## src/rtl/u16u8_pkg.sv

```systemverilog
// Shared types, constants and the UTF-8 byte formatter for the UTF-16 to UTF-8 transcoder.
`timescale 1ns / 1ps

package u16u8_pkg;

  localparam int CODE_W     = 16;
  localparam int CP_W       = 21;
  localparam int BYTE_W     = 8;
  localparam int CFG_IDX_W  = 1;
  localparam int CFG_DATA_W = 16;

  // Configuration register indexes
  localparam logic [CFG_IDX_W-1:0] CFG_LIMIT_ENABLE = 1'd0;
  localparam logic [CFG_IDX_W-1:0] CFG_UNIT_LIMIT   = 1'd1;

  // Code unit classes
  localparam logic [CODE_W-1:0] HIGH_FIRST   = 16'hD800;
  localparam logic [CODE_W-1:0] HIGH_LAST    = 16'hDBFF;
  localparam logic [CODE_W-1:0] LOW_FIRST    = 16'hDC00;
  localparam logic [CODE_W-1:0] LOW_LAST     = 16'hDFFF;
  localparam logic [CODE_W-1:0] STR_END      = 16'h0000;
  localparam logic [CODE_W-1:0] ONE_BYTE_END = 16'h0080;
  localparam logic [CODE_W-1:0] TWO_BYTE_END = 16'h0800;
  localparam logic [CP_W-1:0]   SUPP_BASE    = 21'h10000;
  localparam logic [CODE_W-1:0] LIMIT_RESET  = 16'hFFFF;

  // Sequence length codes (byte count minus one)
  localparam logic [1:0] LEN_1 = 2'd0;
  localparam logic [1:0] LEN_2 = 2'd1;
  localparam logic [1:0] LEN_3 = 2'd2;
  localparam logic [1:0] LEN_4 = 2'd3;

  // One classified code point waiting for serialization
  typedef struct packed {
    logic [CP_W-1:0] cp;
    logic [1:0]      len_m1;
  } cp_entry_t;

  // Byte idx of the UTF-8 sequence of cp
  function automatic logic [BYTE_W-1:0] utf8_byte(input logic [CP_W-1:0] cp,
                                                  input logic [1:0] len_m1,
                                                  input logic [1:0] idx);
    logic [BYTE_W-1:0] b;
    b = '0;
    case (len_m1)
      LEN_1: b = {1'b0, cp[6:0]};
      LEN_2: b = (idx == 2'd0) ? {3'b110, cp[10:6]} : {2'b10, cp[5:0]};
      LEN_3: begin
        case (idx)
          2'd0:    b = {4'b1110, cp[15:12]};
          2'd1:    b = {2'b10, cp[11:6]};
          default: b = {2'b10, cp[5:0]};
        endcase
      end
      LEN_4: begin
        case (idx)
          2'd0:    b = {5'b11110, cp[20:18]};
          2'd1:    b = {2'b10, cp[17:12]};
          2'd2:    b = {2'b10, cp[11:6]};
          default: b = {2'b10, cp[5:0]};
        endcase
      end
      default: b = '0;
    endcase
    return b;
  endfunction

endpackage

```

## src/rtl/u16u8_if.sv

```systemverilog
// Stream interfaces for the code unit input and the UTF-8 byte output.
`timescale 1ns / 1ps

interface u16u8_unit_if;
  logic        valid;
  logic        ready;
  logic [15:0] code_unit;

  modport source (output valid, output code_unit, input ready);
  modport sink   (input valid, input code_unit, output ready);
endinterface

interface u16u8_byte_if;
  logic       valid;
  logic       ready;
  logic [7:0] out_byte;
  logic       last_byte;

  modport source (output valid, output out_byte, output last_byte, input ready);
  modport sink   (input valid, input out_byte, input last_byte, output ready);
endinterface

```

## src/rtl/u16u8_front.sv

```systemverilog
// Front end: accepts code units, tracks surrogates and budget, queues finished code points.
`timescale 1ns / 1ps

module u16u8_front (
  input  logic                          clk,
  input  logic                          rst_n,
  u16u8_unit_if.sink                    in_unit,
  input  logic                          cfg_we,
  input  logic [u16u8_pkg::CFG_IDX_W-1:0]  cfg_idx,
  input  logic [u16u8_pkg::CFG_DATA_W-1:0] cfg_data,
  input  logic                          q_full,
  output logic                          q_push,
  output u16u8_pkg::cp_entry_t          q_entry
);
  import u16u8_pkg::*;

  logic              limit_en_r, limit_en_nxt;
  logic [CODE_W-1:0] unit_limit_r, unit_limit_nxt;
  logic [CODE_W-1:0] units_left_r, units_left_nxt;
  logic              high_pend_r, high_pend_nxt;
  logic [9:0]        high_bits_r, high_bits_nxt;

  logic              accept;
  logic              is_high;
  logic              is_low;
  logic [CODE_W-1:0] unit;

  assign in_unit.ready = !q_full;
  assign accept  = in_unit.valid && !q_full;
  assign unit    = in_unit.code_unit;
  assign is_high = (unit >= HIGH_FIRST) && (unit <= HIGH_LAST);
  assign is_low  = (unit >= LOW_FIRST) && (unit <= LOW_LAST);

  // Classify the unit, update state and build the queue entry
  always_comb begin
    limit_en_nxt   = limit_en_r;
    unit_limit_nxt = unit_limit_r;
    units_left_nxt = units_left_r;
    high_pend_nxt  = high_pend_r;
    high_bits_nxt  = high_bits_r;
    q_push         = 1'b0;
    q_entry.cp     = {{(CP_W-CODE_W){1'b0}}, unit};
    q_entry.len_m1 = LEN_3;
    if (unit < ONE_BYTE_END) begin
      q_entry.len_m1 = LEN_1;
    end else if (unit < TWO_BYTE_END) begin
      q_entry.len_m1 = LEN_2;
    end

    if (accept) begin
      if (unit == STR_END) begin
        high_pend_nxt  = 1'b0;
        high_bits_nxt  = '0;
        units_left_nxt = unit_limit_r;
      end else if (high_pend_r && is_low) begin
        // join the held high half; the pair was counted with its high
        high_pend_nxt  = 1'b0;
        high_bits_nxt  = '0;
        q_push         = 1'b1;
        q_entry.cp     = SUPP_BASE + {1'b0, high_bits_r, unit[9:0]};
        q_entry.len_m1 = LEN_4;
      end else begin
        // drop any held high half, then charge the budget
        high_pend_nxt = 1'b0;
        high_bits_nxt = '0;
        if (!(limit_en_r && (units_left_r == '0))) begin
          if (limit_en_r) begin
            units_left_nxt = units_left_r - 1'b1;
          end
          if (is_high) begin
            high_pend_nxt = 1'b1;
            high_bits_nxt = unit[9:0];
          end else if (!is_low) begin
            q_push = 1'b1;
          end
        end
      end
    end

    // Register writes
    if (cfg_we) begin
      case (cfg_idx)
        CFG_LIMIT_ENABLE: limit_en_nxt = cfg_data[0];
        CFG_UNIT_LIMIT: begin
          unit_limit_nxt = cfg_data[CODE_W-1:0];
          units_left_nxt = cfg_data[CODE_W-1:0];
        end
        default: ;
      endcase
    end
  end

  always_ff @(posedge clk) begin
    if (!rst_n) begin
      limit_en_r   <= 1'b0;
      unit_limit_r <= LIMIT_RESET;
      units_left_r <= LIMIT_RESET;
      high_pend_r  <= 1'b0;
      high_bits_r  <= '0;
    end else begin
      limit_en_r   <= limit_en_nxt;
      unit_limit_r <= unit_limit_nxt;
      units_left_r <= units_left_nxt;
      high_pend_r  <= high_pend_nxt;
      high_bits_r  <= high_bits_nxt;
    end
  end

endmodule

```

## src/rtl/u16u8_queue.sv

```systemverilog
// Short FIFO of classified code points between the front and back ends.
`timescale 1ns / 1ps

module u16u8_queue #(
  parameter int DEPTH = 2
) (
  input  logic                 clk,
  input  logic                 rst_n,
  input  logic                 push,
  input  u16u8_pkg::cp_entry_t push_entry,
  input  logic                 pop,
  output logic                 full,
  output logic                 head_valid,
  output u16u8_pkg::cp_entry_t head_entry
);
  import u16u8_pkg::*;

  localparam int PTR_W = (DEPTH > 1) ? $clog2(DEPTH) : 1;
  localparam int CNT_W = $clog2(DEPTH + 1);
  localparam logic [PTR_W-1:0] PTR_LAST = PTR_W'(DEPTH - 1);
  localparam logic [CNT_W-1:0] CNT_FULL = CNT_W'(DEPTH);

  cp_entry_t         slots_r [DEPTH];
  logic [PTR_W-1:0]  wr_ptr_r, wr_ptr_nxt;
  logic [PTR_W-1:0]  rd_ptr_r, rd_ptr_nxt;
  logic [CNT_W-1:0]  count_r, count_nxt;
  logic              do_push;
  logic              do_pop;

  assign full       = (count_r == CNT_FULL);
  assign head_valid = (count_r != '0);
  assign head_entry = slots_r[rd_ptr_r];
  assign do_push    = push && !full;
  assign do_pop     = pop && head_valid;

  // Advance pointers with wrap and track fill level
  always_comb begin
    wr_ptr_nxt = wr_ptr_r;
    rd_ptr_nxt = rd_ptr_r;
    count_nxt  = count_r;
    if (do_push) begin
      wr_ptr_nxt = (wr_ptr_r == PTR_LAST) ? '0 : wr_ptr_r + 1'b1;
    end
    if (do_pop) begin
      rd_ptr_nxt = (rd_ptr_r == PTR_LAST) ? '0 : rd_ptr_r + 1'b1;
    end
    if (do_push && !do_pop) begin
      count_nxt = count_r + 1'b1;
    end else if (do_pop && !do_push) begin
      count_nxt = count_r - 1'b1;
    end
  end

  always_ff @(posedge clk) begin
    if (!rst_n) begin
      wr_ptr_r <= '0;
      rd_ptr_r <= '0;
      count_r  <= '0;
    end else begin
      wr_ptr_r <= wr_ptr_nxt;
      rd_ptr_r <= rd_ptr_nxt;
      count_r  <= count_nxt;
    end
  end

  // Store the entry
  always_ff @(posedge clk) begin
    if (do_push) begin
      slots_r[wr_ptr_r] <= push_entry;
    end
  end

endmodule

```

## src/rtl/u16u8_back.sv

```systemverilog
// Back end: serializes queued code points into UTF-8 beats through an output register.
`timescale 1ns / 1ps

module u16u8_back (
  input  logic                 clk,
  input  logic                 rst_n,
  input  logic                 head_valid,
  input  u16u8_pkg::cp_entry_t head_entry,
  output logic                 pop,
  u16u8_byte_if.source         out_bytes
);
  import u16u8_pkg::*;

  logic              out_valid_r, out_valid_nxt;
  logic [BYTE_W-1:0] out_byte_r, out_byte_nxt;
  logic              last_byte_r, last_byte_nxt;
  logic [1:0]        idx_r, idx_nxt;
  logic              load;
  logic              is_last;

  assign load    = !out_valid_r || out_bytes.ready;
  assign is_last = (idx_r == head_entry.len_m1);

  assign out_bytes.valid     = out_valid_r;
  assign out_bytes.out_byte  = out_byte_r;
  assign out_bytes.last_byte = last_byte_r;

  // Fill the output register with the next byte of the head entry
  always_comb begin
    out_valid_nxt = out_valid_r;
    out_byte_nxt  = out_byte_r;
    last_byte_nxt = last_byte_r;
    idx_nxt       = idx_r;
    pop           = 1'b0;
    if (load) begin
      out_valid_nxt = head_valid;
      if (head_valid) begin
        out_byte_nxt  = utf8_byte(head_entry.cp, head_entry.len_m1, idx_r);
        last_byte_nxt = is_last;
        if (is_last) begin
          pop     = 1'b1;
          idx_nxt = '0;
        end else begin
          idx_nxt = idx_r + 1'b1;
        end
      end
    end
  end

  always_ff @(posedge clk) begin
    if (!rst_n) begin
      out_valid_r <= 1'b0;
      idx_r       <= '0;
    end else begin
      out_valid_r <= out_valid_nxt;
      idx_r       <= idx_nxt;
    end
  end

  always_ff @(posedge clk) begin
    out_byte_r  <= out_byte_nxt;
    last_byte_r <= last_byte_nxt;
  end

endmodule

```

## src/rtl/utf16_to_utf8_transcoder_core.sv

```systemverilog
// Top level of the UTF-16 to UTF-8 transcoder: front end, code point queue, back end.
//
//   Channel     Dir  Payload                       Beat taken when
//   in_unit     in   code_unit[15:0]               valid && ready
//   out_bytes   out  out_byte[7:0], last_byte      valid && ready
//   cfg_*       in   cfg_idx[0], cfg_data[15:0]    cfg_we high
//
// Flow: a unit is taken whenever the queue has room; the output port sends one
// byte per cycle while out_bytes.ready is high, 1 to 4 bytes per code point by its
// UTF-8 length; units that emit nothing take no output beats.
// An input beat reaches the output through a queue slot and then the output register.
// Reset: synchronous, active low; empties the queue and output register,
// clears the held surrogate and sets the budget and limit to 65535.
// Stalls: the output register and queue let input beats continue while a byte
// waits; in_unit.ready drops only while the queue is full.
`timescale 1ns / 1ps

module utf16_to_utf8_transcoder_core #(
  parameter int QUEUE_DEPTH = 2
) (
  input  logic                             clk,
  input  logic                             rst_n,
  u16u8_unit_if.sink                       in_unit,
  u16u8_byte_if.source                     out_bytes,
  input  logic                             cfg_we,
  input  logic [u16u8_pkg::CFG_IDX_W-1:0]  cfg_idx,
  input  logic [u16u8_pkg::CFG_DATA_W-1:0] cfg_data
);
  import u16u8_pkg::*;

  logic      q_full;
  logic      q_push;
  cp_entry_t q_entry;
  logic      q_pop;
  logic      q_head_valid;
  cp_entry_t q_head;

  u16u8_front u_front (
    .clk      (clk),
    .rst_n    (rst_n),
    .in_unit  (in_unit),
    .cfg_we   (cfg_we),
    .cfg_idx  (cfg_idx),
    .cfg_data (cfg_data),
    .q_full   (q_full),
    .q_push   (q_push),
    .q_entry  (q_entry)
  );

  u16u8_queue #(
    .DEPTH (QUEUE_DEPTH)
  ) u_queue (
    .clk        (clk),
    .rst_n      (rst_n),
    .push       (q_push),
    .push_entry (q_entry),
    .pop        (q_pop),
    .full       (q_full),
    .head_valid (q_head_valid),
    .head_entry (q_head)
  );

  u16u8_back u_back (
    .clk        (clk),
    .rst_n      (rst_n),
    .head_valid (q_head_valid),
    .head_entry (q_head),
    .pop        (q_pop),
    .out_bytes  (out_bytes)
  );

endmodule

```

## src/flat_wrapper.sv

```systemverilog
// flat-port wrapper written by rule: the top's interface ports become plain ports
module utf16_to_utf8_transcoder_core_flat import u16u8_pkg::*;
#(
  parameter int QUEUE_DEPTH = 2
)
  (clk, rst_n, cfg_we, cfg_idx, cfg_data, in_unit_valid, in_unit_code_unit, in_unit_ready, out_bytes_valid, out_bytes_out_byte, out_bytes_last_byte, out_bytes_ready);
  u16u8_unit_if in_unit_i ();
  u16u8_byte_if out_bytes_i ();
  input  logic clk;
  input  logic rst_n;
  input  logic cfg_we;
  input  logic [u16u8_pkg::CFG_IDX_W-1:0] cfg_idx;
  input  logic [u16u8_pkg::CFG_DATA_W-1:0] cfg_data;
  input wire logic [$bits(in_unit_i.valid)-1:0] in_unit_valid;
  input wire logic [$bits(in_unit_i.code_unit)-1:0] in_unit_code_unit;
  output wire logic [$bits(in_unit_i.ready)-1:0] in_unit_ready;
  output wire logic [$bits(out_bytes_i.valid)-1:0] out_bytes_valid;
  output wire logic [$bits(out_bytes_i.out_byte)-1:0] out_bytes_out_byte;
  output wire logic [$bits(out_bytes_i.last_byte)-1:0] out_bytes_last_byte;
  input wire logic [$bits(out_bytes_i.ready)-1:0] out_bytes_ready;
  assign in_unit_i.valid = in_unit_valid;
  assign in_unit_i.code_unit = in_unit_code_unit;
  assign in_unit_ready = in_unit_i.ready;
  assign out_bytes_valid = out_bytes_i.valid;
  assign out_bytes_out_byte = out_bytes_i.out_byte;
  assign out_bytes_last_byte = out_bytes_i.last_byte;
  assign out_bytes_i.ready = out_bytes_ready;
  utf16_to_utf8_transcoder_core #(.QUEUE_DEPTH(QUEUE_DEPTH)) u_core (.clk(clk), .rst_n(rst_n), .in_unit(in_unit_i), .out_bytes(out_bytes_i), .cfg_we(cfg_we), .cfg_idx(cfg_idx), .cfg_data(cfg_data));
endmodule
```

## config.mk

```make
export PLATFORM = sky130hd
export DESIGN_NAME = utf16_to_utf8_transcoder_core_flat
export DESIGN_NICKNAME = d
export VERILOG_FILES = /design/src/rtl/u16u8_pkg.sv /design/src/rtl/u16u8_if.sv /design/src/rtl/u16u8_front.sv /design/src/rtl/u16u8_queue.sv /design/src/rtl/u16u8_back.sv /design/src/rtl/utf16_to_utf8_transcoder_core.sv /design/src/flat_wrapper.sv
export SDC_FILE = /design/constraint.sdc
export NUM_CORES = 1
export LEC_CHECK = 0
export ABC_AREA = 1
export BUFFER_PORTS_ARGS = -buffer_cell sky130_fd_sc_hd__buf_4
export CAP_MARGIN = 20
export CORE_ASPECT_RATIO = 1.4
export CORE_UTILIZATION = 60
export CTS_BUF_LIST = sky130_fd_sc_hd__clkbuf_16
export CTS_CLUSTER_DIAMETER = 60
export DETAILED_ROUTE_END_ITERATION = 12
export PLACE_DENSITY = 0.8
export SETUP_SLACK_MARGIN = 0.05
export SLEW_MARGIN = 20
export SYNTH_ARGS = -nofsm -noshare
export SYNTH_HDL_FRONTEND = slang
export SYNTH_SLANG_ARGS = --single-unit
```

## constraint.sdc

```tcl
create_clock -name clk -period 3.63 [get_ports clk]
set_input_delay 1.089 -clock clk [delete_from_list [all_inputs] [get_ports clk]]
set_output_delay 1.089 -clock clk [all_outputs]
set_load 0.02 [all_outputs]
```

Word-level counts from Yosys, hierarchy flattened:

Memories as Yosys holds them, arrays and structs flattened. A register that Yosys moved wholly into a read port is not among the register bits.
Cells that the tools add are included.

* register bits: 60
* word-level logic and storage cells: 99
* RAM bits: 46
* memories kept: 1
* output and inout bits: 11
* input bits: 38

* eq/ne operators: 7
* $add $sub $neg: 7
* bitwise operators: 1
* muxes and demuxes: 42
* reduce and logical (&&, ||, !) cells: 23
* order comparisons: 6

Memories
* u_core.u_queue.slots_r: words 2, width 23, rd ports 1, clocked after Yosys merged registers in 1, write ports 1, line u16u8_queue.sv:23 `cp_entry_t slots_r [DEPTH];`

Operators by type and width (count)
* 16-bit two-way mux: 7
* 23-bit two-way mux: 3
* 10-bit two-way mux: 4
* 16-bit >= comparator, second input constant: 2
* 16-bit less-or-equal comparator, second input constant: 2
* 16-bit logical NOT: 2
* 8-bit one-hot mux with 4 select lines: 1
* 17-bit by 20-bit adder with 21-bit output, first input constant: 1
* 7-bit one-hot mux with 3 select lines: 1
* 1-bit two-way mux: 19
* 16-bit by 12-bit < comparator with 1-bit output, second input constant: 1
* 16-bit by 8-bit < comparator with 1-bit output, second input constant: 1
* 16-bit by 1-bit subtractor with 16-bit output, second input constant: 1
* 7-bit one-hot mux with 2 select lines: 1
* 2-bit two-way mux: 5
* 1-bit logical AND: 9
* 2-bit equality test, second input constant: 4
* 7-bit two-way mux: 1
* 2-bit AND reduction: 3
* 2-bit by 1-bit adder with 2-bit output, second input constant: 2
* 2-bit by 1-bit equality test with 1-bit output, second input constant: 2
* 1-bit logical NOT: 4
* 2-bit logical NOT: 2
* 2-bit nonzero test: 2
* 5 further kinds: 6

Logic depth before layout (Yosys ltp):

Gate-level depths: netlist of run 1.

* word-level depth: 13
* gate-level depth with buffers: 14

Modules after synthesis:

Synthesis of run 1 repeated with hierarchy kept, for this count alone.

* cell total of the unflattened synthesis: 727
* area, all modules: 5764.3 um2

Modules (own cells, without submodules)
* u16u8_front: cells each 470, area each 2892.8 um2, instances 1
* u16u8_queue: cells each 108, area each 1911.8 um2, instances 1
* u16u8_back: cells each 149, area each 959.7 um2, instances 1

Worst setup path before layout of run 1:

OpenSTA, ideal clock, no wires.

* path type: input-to-reg
* from: input in_unit_code_unit[12]
* to: memory u_core.u_queue.slots_r[1][0] (netlist bit), enable pin
* path slack: 359 ps
* stages on the path: 8
* data required time: 3224 ps
* arrival time: 2866 ps
* buffers on the path: 0
* cells stage by stage: inv_2 nor2_1 nand2_2 nor2_8 inv_4 nor2_8 a31oi_4 nor2_1

* word-level cells in the longest chain between the ends: 11
* elaborated cells on any way between the ends: 17
* classes of those cells: order compare (4); mux (8); reduce/logical (5)

Ends and longest elaborated chain
* start: declaration: line flat_wrapper.sv:15 `input wire logic [$bits(in_unit_i.code_unit)-1:0] in_unit_code_unit;`
* 16-bit >= comparator or 16-bit less-or-equal comparator (tied branches): line u16u8_front.sv:32 `assign is_low = (unit >= LOW_FIRST) && (unit <= LOW_LAST);`
* 1-bit logical AND: line u16u8_front.sv:32
* 1-bit two-way mux: line u16u8_front.sv:73 `end else if (!is_low) begin`
* 1-bit two-way mux: line u16u8_front.sv:70 `if (is_high) begin`
* 1-bit two-way mux: line u16u8_front.sv:66 `if (!(limit_en_r && (units_left_r == '0))) begin`
* 1-bit two-way mux: line u16u8_front.sv:55 `end else if (high_pend_r && is_low) begin`
* 1-bit two-way mux *: line u16u8_front.sv:51 `if (unit == STR_END) begin`
* 1-bit two-way mux *: line u16u8_front.sv:50 `if (accept) begin`
* 1-bit logical AND *: line u16u8_queue.sv:33 `assign do_push = push && !full;`
* 1-bit two-way mux *: line u16u8_queue.sv:68 `if (do_push) begin`
* 1-bit two-way mux (not written as such) *: line u16u8_queue.sv:69 `slots_r[wr_ptr_r] <= push_entry;`
* end: declaration: line u16u8_queue.sv:23

Mark *: on every way between the ends. The rest lies on a longest branch, timed or not.

Worst setup path after layout of run 1:

* from: input in_unit_code_unit[11]
* to: register u_core.u_queue.count_r[1]

* word-level cells in the longest chain between the ends: 12
* elaborated cells on any way between the ends: 20
* classes of those cells: order compare (4); mux (7); reduce/logical (9)

Ends and longest elaborated chain
* 16-bit >= comparator or 16-bit less-or-equal comparator (tied branches): line u16u8_front.sv:32
* 1-bit logical AND: line u16u8_front.sv:32
* 1-bit two-way mux: line u16u8_front.sv:73
* 1-bit two-way mux: line u16u8_front.sv:70
* 1-bit two-way mux: line u16u8_front.sv:66
* 1-bit two-way mux: line u16u8_front.sv:55
* 1-bit two-way mux *: line u16u8_front.sv:51
* 1-bit two-way mux *: line u16u8_front.sv:50
* 1-bit logical AND *: line u16u8_queue.sv:33
* via u_core.u_queue.do_push: line u16u8_queue.sv:27 `logic do_push;`
* 1-bit logical NOT: line u16u8_queue.sv:49 `end else if (do_pop && !do_push) begin`
* 1-bit logical AND: line u16u8_queue.sv:49
* 2-bit nonzero test (no source line)
* end signal: assignment: line u16u8_queue.sv:62 `count_r <= count_nxt;`
* end: declaration: line u16u8_queue.sv:26 `logic [CNT_W-1:0] count_r, count_nxt;`

Mark *: on every way through the listed nets, which the timed path passes. The rest lies on a longest branch.
A chain may end at the register's enable or synchronous reset.

==> results of run 1 <==
[state kept, by name, summed over array words and instances (netlist names), named ones only]
register,count
u_core.u_back.out_bytes.last_byte,1
u_core.u_front.high_bits_r,10
u_core.u_queue.wr_ptr_r,1
u_core.u_front.unit_limit_r,16
u_core.u_back.out_bytes.valid,1
u_core.u_front.high_pend_r,1
u_core.u_queue.slots_r,46
u_core.u_front.units_left_r,16
u_core.u_queue.rd_ptr_r,1
u_core.u_back.out_bytes.out_byte,8
u_core.u_front.limit_en_r,1
u_core.u_back.idx_r,2
u_core.u_queue.count_r,2
[kinds of logic (layout without fill, tap and decap cells)]
group           count (synthesis)  count (layout)
compound gates                110             110
xor+xnor                        3               3
fa+ha+maj                       8               8
buf+inv                       121             168
flops                         107             107
mux                             3               3
simple gates                  372             372
[worst min-delay path, cell delays in order, from the launching register on]
cell and delay, ns:
dfxtp_1 0.32, nand2_1 0.06, nand2_1 0.05
[how the worst max path moves through the flow]
stage | to | slack, ns | depth (start not counted)
CTS | u_core.u_queue.slots_r[0][15] | 0.74 | 8
global route | u_core.u_queue.count_r[1] | 0.79 | 14
floorplan | u_core.u_queue.slots_r[1][0] | 0.36 | 8
finish | u_core.u_queue.count_r[1] | 0.89 | 14
global placement | u_core.u_queue.slots_r[0][13] | 0.44 | 8
detailed placement | u_core.u_queue.slots_r[0][17] | 0.37 | 9
[metal layers]
| metal | GRT usage | up-vias | routed length, um |
|---|---|---|---|
| met2 | 0.550 | 203 | 7100 |
| met5 | 0 | - | 0 |
| met3 | 0.0424 | 54 | 603 |
| li1 | - | 2447 | - |
| met1 | 0.290 | 2251 | 4710 |
| met4 | 0.176 | 0 | 548 |
[final cells by class]
| type | instances | area share |
|---|---|---|
| well taps | 107 | 0.0211 |
| clock inverters | 7 | 0.00829 |
| inverters | 96 | 0.0573 |
| flip-flops and latches | 107 | 0.425 |
| clock buffers | 9 | 0.0355 |
| multi-input cells | 496 | 0.386 |
| repair buffers | 56 | 0.0664 |
[power groups by stage]
stage	Clock (mW)	Combinational, mW	Sequential, mW
2_1_floorplan	0	0.588	1.59
3_3_place_gp	0	0.882	1.54
3_5_place_dp	0	0.916	1.55
4_1_cts	0.934	0.921	1.52
5_1_grt	0.981	1.04	1.53
6_report	0.921	0.936	1.52
[cells in the final DEF (no fill, tap or decap), types with 8 or more instances in the layout]
cell type,instances
nor2_1,55
nor2_2,10
ha_1,8
o21ai_0,55
nand3_1,52
edfxtp_1,55
buf_4,56
nand4_1,13
dfxtp_1,52
clkbuf_16,9
inv_2,8
o21ai_1,12
a21oi_1,21
inv_1,87
nand2_1,220
[stage by stage]
step                hold slack, ns  utilization  instances  power (mW)
floorplan                    0.421            -        724        2.18
global placement             0.437        0.667        862        2.42
detailed placement           0.460        0.667        862        2.46
CTS                          0.472        0.697        878        3.37
global route                 0.488        0.698        878        3.56
finish                       0.468        0.698        878        3.38
==> summary.md, run 1 <==
| Metric | Value |
|---|---|
| Endpoint, Worst Hold | u_core.u_front.unit_limit_r[1] |
| Mean Syn Cell Area | between 7 and 8 sq um |
| Clock slew at reported path FFs | around 0.070 ns |
| Post-CTS sizing | 0 |
| Register-to-Register Path Depth | 12 |
| Final WS setup | approximately 0.9 ns |
| Min-Delay Path Depth | 2 |
| CP arrival | a little under 3 ns |
| Seq/Total Area, Yosys | 0.478 |
| Nets | 812 |
| Mux share of post-synthesis cell area | 0.00533 |
| Filler cell count | 724 |
| Placer Congestion | between 0.9 and 1 |
| GRT Residual Overflow | 0 |
| Power Density | ~530 nW/um^2 |
| Ant diodes | 0 |
| Drt wl/cell | 14.8 um |
| Top-area cell type share of the netlist area | 0.293 |
| Compound-Gate Fraction of Synth Area | 0.111 |
| CP bufs+invs | 3 |
| Post-Syn Instances | slightly above 700 |
| Max IR drop VDD | approximately 0.29 mV |
| Flop pwr share | 0.450 |
| Net switching power | 1.14 mW |
| Area of the multi-input gates | between 2000 and 2500 sq um |
| Class of the worst hold path | reg2reg |
| Max incr delay on CP | approximately 0.33 ns |
| Vias | ~5,000 |
| Layout cell share with drive strength beyond 1 | 0.147 |
| Final-report setup violation count | 0 |
| Core ar. | slightly above 9000 sq um |
| Syn Std Cell Area | between 5000 and 6000 sq um |
| Clock net sink count | between 100 and 150 |
| Clock tree root buffer cell | clkbuf_16 |
| Clock share of power | 0.273 |
| Post-CTS setup buffer count | 0 |
| Initial core utilization | 0.620 |
| Least-Margin Pin Slew | between 0.8 and 0.9 ns |
| Top-count cell post-synth | nand2_1 |
| Yosys reg bits | approximately 110 |
| Clock tree buffer depth | 2 |
| FF+latch area | between 2000 and 3000 sq um |
| Die Area | just under 10,000 sq um |
| Post-synthesis adder-cell area fraction | 0.0178 |
| Syn Nets | between 700 and 800 |
| Pre-CTS WS | about 0.37 ns |
| Tmin final | ~2.7 ns |
| Number of synthesized flops with an enable pin | between 50 and 60 |
| Htree depth | 3 |
| Post-synthesis xor/xnor area fraction | 0.00467 |
| CTS tree | done |
| Distinct cells, synth | 40 |
| Top cells by count, synth | nand2_1, inv_1, nor2_1 |
| Initial antenna violation count | 0 |
| Starting DRT DRC Count | 420 |
| Crit-path slowest cell | ha_1 |
| Clock Skew | roughly 0.0057 ns |
| Largest family of logic cells by synthesized area | simple AND/OR/NAND/NOR gates |
| Pint | around 2.2 mW |
| Required @ worst endpoint | between 3 and 4 ns |
| Max-slew headroom | 0.464 |
| R2r startpoint | u_core.u_front.units_left_r[0] |
| GRT Overall Usage | 0.285 |
| DP HPWL | around 9400 um |
| RSZ-0062 raised after global routing | no |
| Row cnt | approximately 40 |
| Die Ht | 117 um |
| Final Hold Vio Count | 0 |
| Post-CTS Hold Buffers | 0 |
| Worst-path cell chain | buf_4, nor2_1, nand4_2, nor2_1, nand2_2, nand2_4, inv_2, a31oi_4, inv_1, ha_1, a21oi_1, o21ai_0, o21ai_0, a21oi_1 |
| Worst Hold Launch | u_core.u_front.unit_limit_r[1] |
| DR vias/cell | roughly 5.6 |
| Async SR Flop Fraction | 0 |
| Final max-slew violation count | 0 |
| Sw frac | 0.336 |
| Port Buf Inserts | between 40 and 50 |
| Final ANT Viol Nets | 0 |
| Area Overhead vs Synth | 12.5% |
| Pin count of the biggest net entering global routing | 33 |
| Worst-skew pair later-pin latency | between 0.3 and 0.4 ns |
| TritonCTS buffer count | 9 |
| Crit Path Max Fanout | 4 |
| Setup TNS Final | 0 ns |
| CP Capture Type | flip-flop |
| Vias in the first global route | 4,801 |
| Lkg Pwr | between 2 and 3 nW |
| Max Clock Freq | around 0.36 GHz |
| Combinational share of power | 0.277 |
| Critical Path Source Type | input pin |
| Drt drc | 6 |
| First-pass GRT wire length | around 22,000 um |
| Delay-heaviest family, CP | compound AO/OA/AOI/OAI gates |
| Reg-to-reg setup timing slack | around 1.1 ns |
| Failing checks | design-rule violations |
| Die X | between 80 and 90 um |
| Max-cap violations | 0 |
| Critical path class | in2reg |
| Routed WL | between 10,000 and 15,000 um |
| Number of placed I/O pins | 49 |
| DR pass1 iterations | 10 |
| Fin area | 6340 sq um |
| Status | finished with violations |
| Post-route clock period utilization | 0.755 |
| Leading area contributor after synthesis | edfxtp_1 |
| Synth Flop Type | edfxtp_1 |
| Simple-gate share of the synthesized area | 0.295 |
| Warnings, synthesis | 0 |
| Worst Setup SP | in_unit_code_unit[11] |
| Reg2reg end | u_core.u_queue.count_r[1] |
| Synth area leaders | edfxtp_1, dfxtp_1, nand2_1 |
| Placed inst area | approximately 6000 sq um |
Power figures use the tool's default switching activity.
==> inputs of run 2 (changes only) <==
- clock period: 3.63 -> 2.9 ns (I/O delays scaled with it)
==> run 2 against run 1 <==
- the run still ends with design-rule violations left
- sequential cell count is the same
- register-to-register slack lost 0.55 ns
- count of clock-buffer cells in the layout is the same
- critical path type unchanged
- critical endpoint unchanged
==> summary.md, run 2 (synthesized netlist as in run 1, its figures left out) <==
| Metric | Value |
|---|---|
| Drt drc | 2 (-4) |
| Final core occ | 0.710 (+0.0117) |
| Endpoint, Worst Hold | u_core.u_front.unit_limit_r[10] |
| Vias in the first global route | 4,646 (-3.2%) |
| Nets | 815 (+0.37%) |
| First-pass GRT wire length | 21,000 um (-4.1%) |
| Drt wl/cell | 14.6 um (-1.1%) |
| Combinational share of power | 0.265 (-0.012) |
| Status | finished with violations |
| CP arrival | 2.66 ns (-0.32 ns) |
| Die Ht | 117 um (unchanged) |
| DP HPWL | 9610 um (+2.2%) |
| Routed WL | 12,900 um (-0.76%) |
| Max-slew headroom | 0.493 (+0.0289) |
| Post-CTS setup buffer count | 0 (unchanged) |
| Min-Delay Path Depth | 2 (unchanged) |
| Worst-path cell chain | buf_4, nor2_1, nand4_2, nor2_1, nand2_2, nand2_4, inv_2, a31oi_4, inv_1, ha_1, a21oi_1, o21ai_0, o21ai_0, a21oi_1 |
| Htree depth | 3 (unchanged) |
| Filler cell count | 711 (-1.8%) |
| Starting DRT DRC Count | 405 (-3.6%) |
| Critical path class | in2reg |
| Pin count of the biggest net entering global routing | 33 (unchanged) |
| Least-Margin Pin Slew | 0.759 ns (-0.0433 ns) |
| Clock tree root buffer cell | clkbuf_16 |
| CP bufs+invs | 3 (unchanged) |
| Final ANT Viol Nets | 0 (unchanged) |
| Clock share of power | 0.310 (+0.037) |
| Metal2 WL | 6980 um (-1.6%) |
| Reg-to-reg setup timing slack | 0.58 ns (-0.55 ns) |
| Max reg flops | 46 (unchanged) |
| Area Overhead vs Synth | 14.4% |
| Most frequent cells in the layout | nand2_1, inv_1, buf_4 |
| Critical Path Source Type | input pin |
| Clock net sink count | 107 (unchanged) |
| Max-cap violations | 0 (unchanged) |
| Sw frac | 0.312 (-0.0249) |
| Reg with most FFs | u_core.u_queue.slots_r |
| Worst-skew pair later-pin latency | 0.35 ns (about the same) |
| Failing checks | design-rule violations |
| Port Buf Inserts | 48 (unchanged) |
| Required @ worst endpoint | 3.13 ns (-0.74 ns) |
| Net switching power | 1.39 mW (+22%) |
| Class of the worst hold path | reg2reg |
| DR pass1 iterations | 11 (+1) |
| Vias | 4,911 (-0.89%) |
| Final max-slew violation count | 0 (unchanged) |
| Initial core utilization | 0.620 (unchanged) |
| Placer Congestion | 0.922 (-6.6%) |
| Met1 wire length | 4620 um (-1.9%) |
| Pint | 3.07 mW (+37%) |
| Top sig layer | met4 |
| Final Hold Vio Count | 0 (unchanged) |
| Core ar. | 9080 sq um (unchanged) |
| Ant diodes | 0 (unchanged) |
| Final-report setup violation count | 0 (unchanged) |
| Delay-heaviest family, CP | compound AO/OA/AOI/OAI gates |
| GRT Overall Usage | 0.279 (-0.00639) |
| Post-route clock period utilization | 0.839 |
| RSZ-0062 raised after global routing | no |
| TritonCTS buffer count | 9 (unchanged) |
| Row cnt | 41 (unchanged) |
| Number of placed I/O pins | 49 (unchanged) |
| Die Area | 9780 sq um (unchanged) |
| Register-to-Register Path Depth | 12 (unchanged) |
| Max Clock Freq | 0.411 GHz |
| Post-CTS sizing | 0 (unchanged) |
| Die X | 83.9 um (unchanged) |
| R2r startpoint | u_core.u_front.units_left_r[0] |
| Worst Hold Launch | u_core.u_front.unit_limit_r[10] |
| Met3 Wirelength | 508 um (-16%) |
| Reg2reg end | u_core.u_queue.count_r[1] |
| Initial antenna violation count | 0 (unchanged) |
| Crit-path slowest cell | ha_1 |
| Crit Path Max Fanout | 4 (unchanged) |
| Lkg Pwr | 3.03 nW (+2.0%) |
| Max IR drop VDD | 0.442 mV (+52%) |
| Flop pwr share | 0.425 (-0.025) |
| Clock tree buffer depth | 2 (unchanged) |
| Tmin final | ~2.4 ns |
| Power Density | 693 nW/um^2 (+30%) |
| Max incr delay on CP | 0.32 ns (about the same) |
| Clock Skew | 0.00570 ns (+0.0000426 ns) |
| CTS tree | done |
| Layout cell share with drive strength beyond 1 | 0.150 (+0.00331) |
| CP Capture Type | flip-flop |
| Clock slew at reported path FFs | 0.07 ns (about the same) |
| GRT Residual Overflow | 0 (unchanged) |
| Post-CTS Hold Buffers | 0 (unchanged) |
| Setup TNS Final | 0 ns (unchanged) |
| Largest regs | u_core.u_queue.slots_r x46, u_core.u_front.unit_limit_r x16, u_core.u_front.units_left_r x16 |
| DR vias/cell | 5.57 (-1.2%) |
| Commonest non-fill, non-tap cell in the layout | nand2_1 |
==> run 2: worst register-to-register path, delay by kind of cell (launching register included) <==
kind                     cells  cell delay, ns
adder cells (fa/ha/maj)      2            0.51
AO/OA/AOI/OAI                5            0.74
AND/OR/NAND/NOR              3            0.46
flip-flops                   1            0.34
buffers and inverters        2            0.17
==> run 2: stage by stage <==
step / hold WS [ns] / instance area [sq um] / setup WS (ns) / instances / total power, mW
floorplan: 0.421 / 5640 / 0.247 / 724 / 2.73
global placement: 0.437 / 6100 / 0.178 / 865 / 3.06
detailed placement: 0.438 / 6100 / 0.0994 / 865 / 3.10
CTS: 0.454 / 6440 / 0.479 / 881 / 4.48
global route: 0.482 / 6440 / 0.305 / 881 / 4.70
finish: 0.451 / 6440 / 0.468 / 881 / 4.47
==> run 2: power groups by stage <==
stage	Combinational (mW)	Clock [mW]	Sequential, mW
CTS	1.17	1.40	1.90
floorplan	0.738	0	1.99
global placement	1.14	0	1.93
detailed placement	1.17	0	1.93
global route	1.32	1.46	1.92
finish	1.18	1.38	1.90
==> run 2: layout make-up <==
cell class	instances	area [sq um]	area share
Clock buffer	9	225	0.0350
Timing Repair Buffer	59	468	0.0726
Sequential cell	107	2690	0.418
Multi-Input combinational cell	496	2440	0.379
Inverter	96	363	0.0563
Tap cell	107	134	0.0208
Clock inverter	7	116	0.0181
==> run 2: worst max path at each step <==
stage / start / endpoint / slack (ns) / cells past startpoint
floorplan: in_unit_code_unit[12] / u_core.u_queue.slots_r[1][0] / 0.25 / 8
detailed placement: in_unit_code_unit[11] / u_core.u_queue.count_r[1] / 0.1 / 14
CTS: in_unit_code_unit[11] / u_core.u_queue.count_r[1] / 0.48 / 14
global placement: in_unit_code_unit[11] / u_core.u_queue.count_r[1] / 0.18 / 14
global route: in_unit_code_unit[11] / u_core.u_queue.count_r[1] / 0.30 / 14
finish: in_unit_code_unit[11] / u_core.u_queue.count_r[1] / 0.47 / 14
==> run 2: routing by layer <==
metal / GRT usage / up-vias
met5: 0 / -
met4: 0.194 / 0
met3: 0.0481 / 54
met2: 0.535 / 167
met1: 0.272 / 2241
li1: - / 2449
==> inputs of run 3 (changes only) <==
- CORE_UTILIZATION: 60 -> 54
- PLACE_DENSITY: 0.8 -> 0.76
- clock period: 2.9 -> 2 ns (I/O delays scaled with it)
==> run 3 against run 2 <==
- the run now ends clean
- non-clock buffer count grew 40
- final cell count grew 7.7%
- setup slack lost 0.46 ns
- core utilization shrank 1.8 points
- count of clock-buffer cells in the layout is the same
- clock skew grew 0.0033 ns
- clock power grew 41%
- power grew 48%
- register-to-register slack lost 0.57 ns
- routed wire length grew 5.5%
- critical endpoint unchanged
- highest routed layer unchanged
==> summary.md, run 3 (synthesized netlist as in run 1, its figures left out) <==
| Metric | Value |
|---|---|
| Status | finished clean |
| RSZ-0062 raised after global routing | yes |
| Max-cap violations | 0 (unchanged) |
| Area Overhead vs Synth | 22.8% |
| Critical path class | reg2reg |
| Vias in the first global route | 4,876 (+5.0%) |
| Die X | 88.3 um (+5.3%) |
| Ant diodes | 0 (unchanged) |
| GRT Overall Usage | 0.271 (-0.00753) |
| CTS tree | done |
| Clock net sink count | 107 (unchanged) |
| DP HPWL | 10,200 um (+6.0%) |
| Power Density | 956 nW/um^2 (+38%) |
| Least-Margin Pin Slew | 0.795 ns (+0.0356 ns) |
| First-pass GRT wire length | 22,100 um (+5.5%) |
| Max-slew headroom | 0.469 (-0.0238) |
| Initial antenna violation count | 0 (unchanged) |
| Total power | 6.61 mW (+48%) |
| DR pass1 iterations | 5 (-6) |
| Pin count of the biggest net entering global routing | 33 (unchanged) |
| Max IR drop VDD | 0.534 mV (+21%) |
| Tmin final | around 2 ns |
| Clock slew at reported path FFs | 0.07 ns (about the same) |
| Max Clock Freq | approximately 0.5 GHz |
| Inst Count DP | 932 (+7.7%) |
| Class of the worst hold path | in2reg |
| Placer Congestion | 0.909 (-1.4%) |
| Nets | 855 (+4.9%) |
| Most frequent cells in the layout | nand2_1, buf_4, inv_1 |
| Clock tree buffer depth | 2 (unchanged) |
| Post-route clock period utilization | 0.996 |
| Worst-path cell chain | nor2_1, nand2_1, nor2_4, nand3_4, a31oi_4, inv_2, ha_4, a21oi_2, o21ai_2, o21ai_1, a21oi_1 |
| Max incr delay on CP | 0.34 ns (+0.02 ns) |
| Final hold slack | 0.446 ns (-0.00496 ns) |
| Largest regs | u_core.u_queue.slots_r x46, u_core.u_front.unit_limit_r x16, u_core.u_front.units_left_r x16 |
| Worst-skew pair later-pin latency | 0.36 ns (about the same) |
| Die Ht | 123 um (+5.3%) |
| DR vias/cell | 5.28 (-5.3%) |
| Lkg Pwr | 3.23 nW (+6.5%) |
| Routed WL | 13,600 um (+5.5%) |
| Final core occ | 0.691 (-0.0183) |
| Starting DRT DRC Count | 291 (-28%) |
| Clock Skew | 0.00898 ns (+0.00328 ns) |
| Drt drc | 0 (-2) |
| GRT Residual Overflow | 0 (unchanged) |
| Final max-slew violation count | 0 (unchanged) |
| Final ANT Viol Nets | 0 (unchanged) |
| CP Capture Type | flip-flop |
| Core ar. | 10,000 sq um (+10%) |
| Post-CTS Hold Buffers | 0 (unchanged) |
| Drt wl/cell | 14.3 um (-2.0%) |
| Setup TNS Final | 0 ns (unchanged) |
| Required @ worst endpoint | 2.24 ns (-0.89 ns) |
| Critical Path Source Type | flip-flop |
| Non-filler cells, final | 949 (+7.7%) |
| TritonCTS buffer count | 9 (unchanged) |
| Number of placed I/O pins | 49 (unchanged) |
| Vias | 5,012 (+2.1%) |
| Port Buf Inserts | 48 (unchanged) |
| Commonest non-fill, non-tap cell in the layout | nand2_1 |
| Final-report setup violation count | 0 (unchanged) |
| CP arrival | 2.24 ns (-0.42 ns) |
| Die Area | 10,800 sq um (+11%) |
| Row cnt | 43 (+4.9%) |
| Layout cell share with drive strength beyond 1 | 0.226 (+0.0762) |
| Crit Path Max Fanout | 4 (unchanged) |
| Crit-path slowest cell | dfxtp_1 |
| Max reg flops | 46 (unchanged) |
| Final Hold Vio Count | 0 (unchanged) |
| Htree depth | 3 (unchanged) |
| Initial core utilization | 0.563 (-0.0575) |
| Clock tree root buffer cell | clkbuf_16 |
| Reg with most FFs | u_core.u_queue.slots_r |
## run 3: layout make-up
class | instances | area [sq um]
Fill cell | 812 | 3090
Multi-Input combinational cell | 496 | 2590
Clock inverter | 7 | 98.8
Clock buffer | 9 | 225
Inverter | 96 | 380
Timing Repair Buffer | 99 | 758
Tap cell | 135 | 169
Sequential cell | 107 | 2700
## run 3: final timing paths
check / slack, ns / cells after the start / end / start
min reg2reg: 0.47 / 2 / u_core.u_front.high_bits_r[4] / u_core.u_front.high_bits_r[4]
min: 0.45 / 1 / u_core.u_queue.slots_r[1][11] / in_unit_code_unit[9]
max: 0.008 / 11 / u_core.u_queue.count_r[1] / u_core.u_front.units_left_r[15]
max reg2reg: 0.008 / 11 / u_core.u_queue.count_r[1] / u_core.u_front.units_left_r[15]
## run 3: power by group
part	switching (mW)	internal (mW)
Combinational	1.18	0.733
Sequential	0.122	2.63
Clock	0.832	1.11
## run 3: metal layers
layer  track usage  share of wire  up-vias
met4         0.166          0.045        0
li1              -              -     2530
met2         0.507           0.55      154
met5             0              0        -
met1         0.275           0.37     2272
met3        0.0410          0.035       56
## run 3: critical path: cells and delay by family, from the launching register on
| family | cells | cell delay [ns] |
|---|---|---|
| AO/OA/AOI/OAI | 5 | 0.67 |
| adder cells (fa/ha/maj) | 1 | 0.22 |
| buffers and inverters | 1 | 0.08 |
| flip-flops | 1 | 0.34 |
| AND/OR/NAND/NOR | 4 | 0.57 |
## run 3: stage by stage
stage	cell area (sq um)	worst slack (ns)
final	6920	0.00797
after global routing	6920	-0.106
after CTS	6860	0.00567
after detailed placement	6510	-0.457
after global placement	6510	-0.383
after floorplan	5740	-0.228
## run 3: repair_timing
action | in CTS | in global routing
resized for setup | 12 | 14
setup endpoints to repair | 48 | 51
pin swaps | 12 | 7
endpoints found under the hold margin | 0 | 0
buffers inserted | 1 | 0
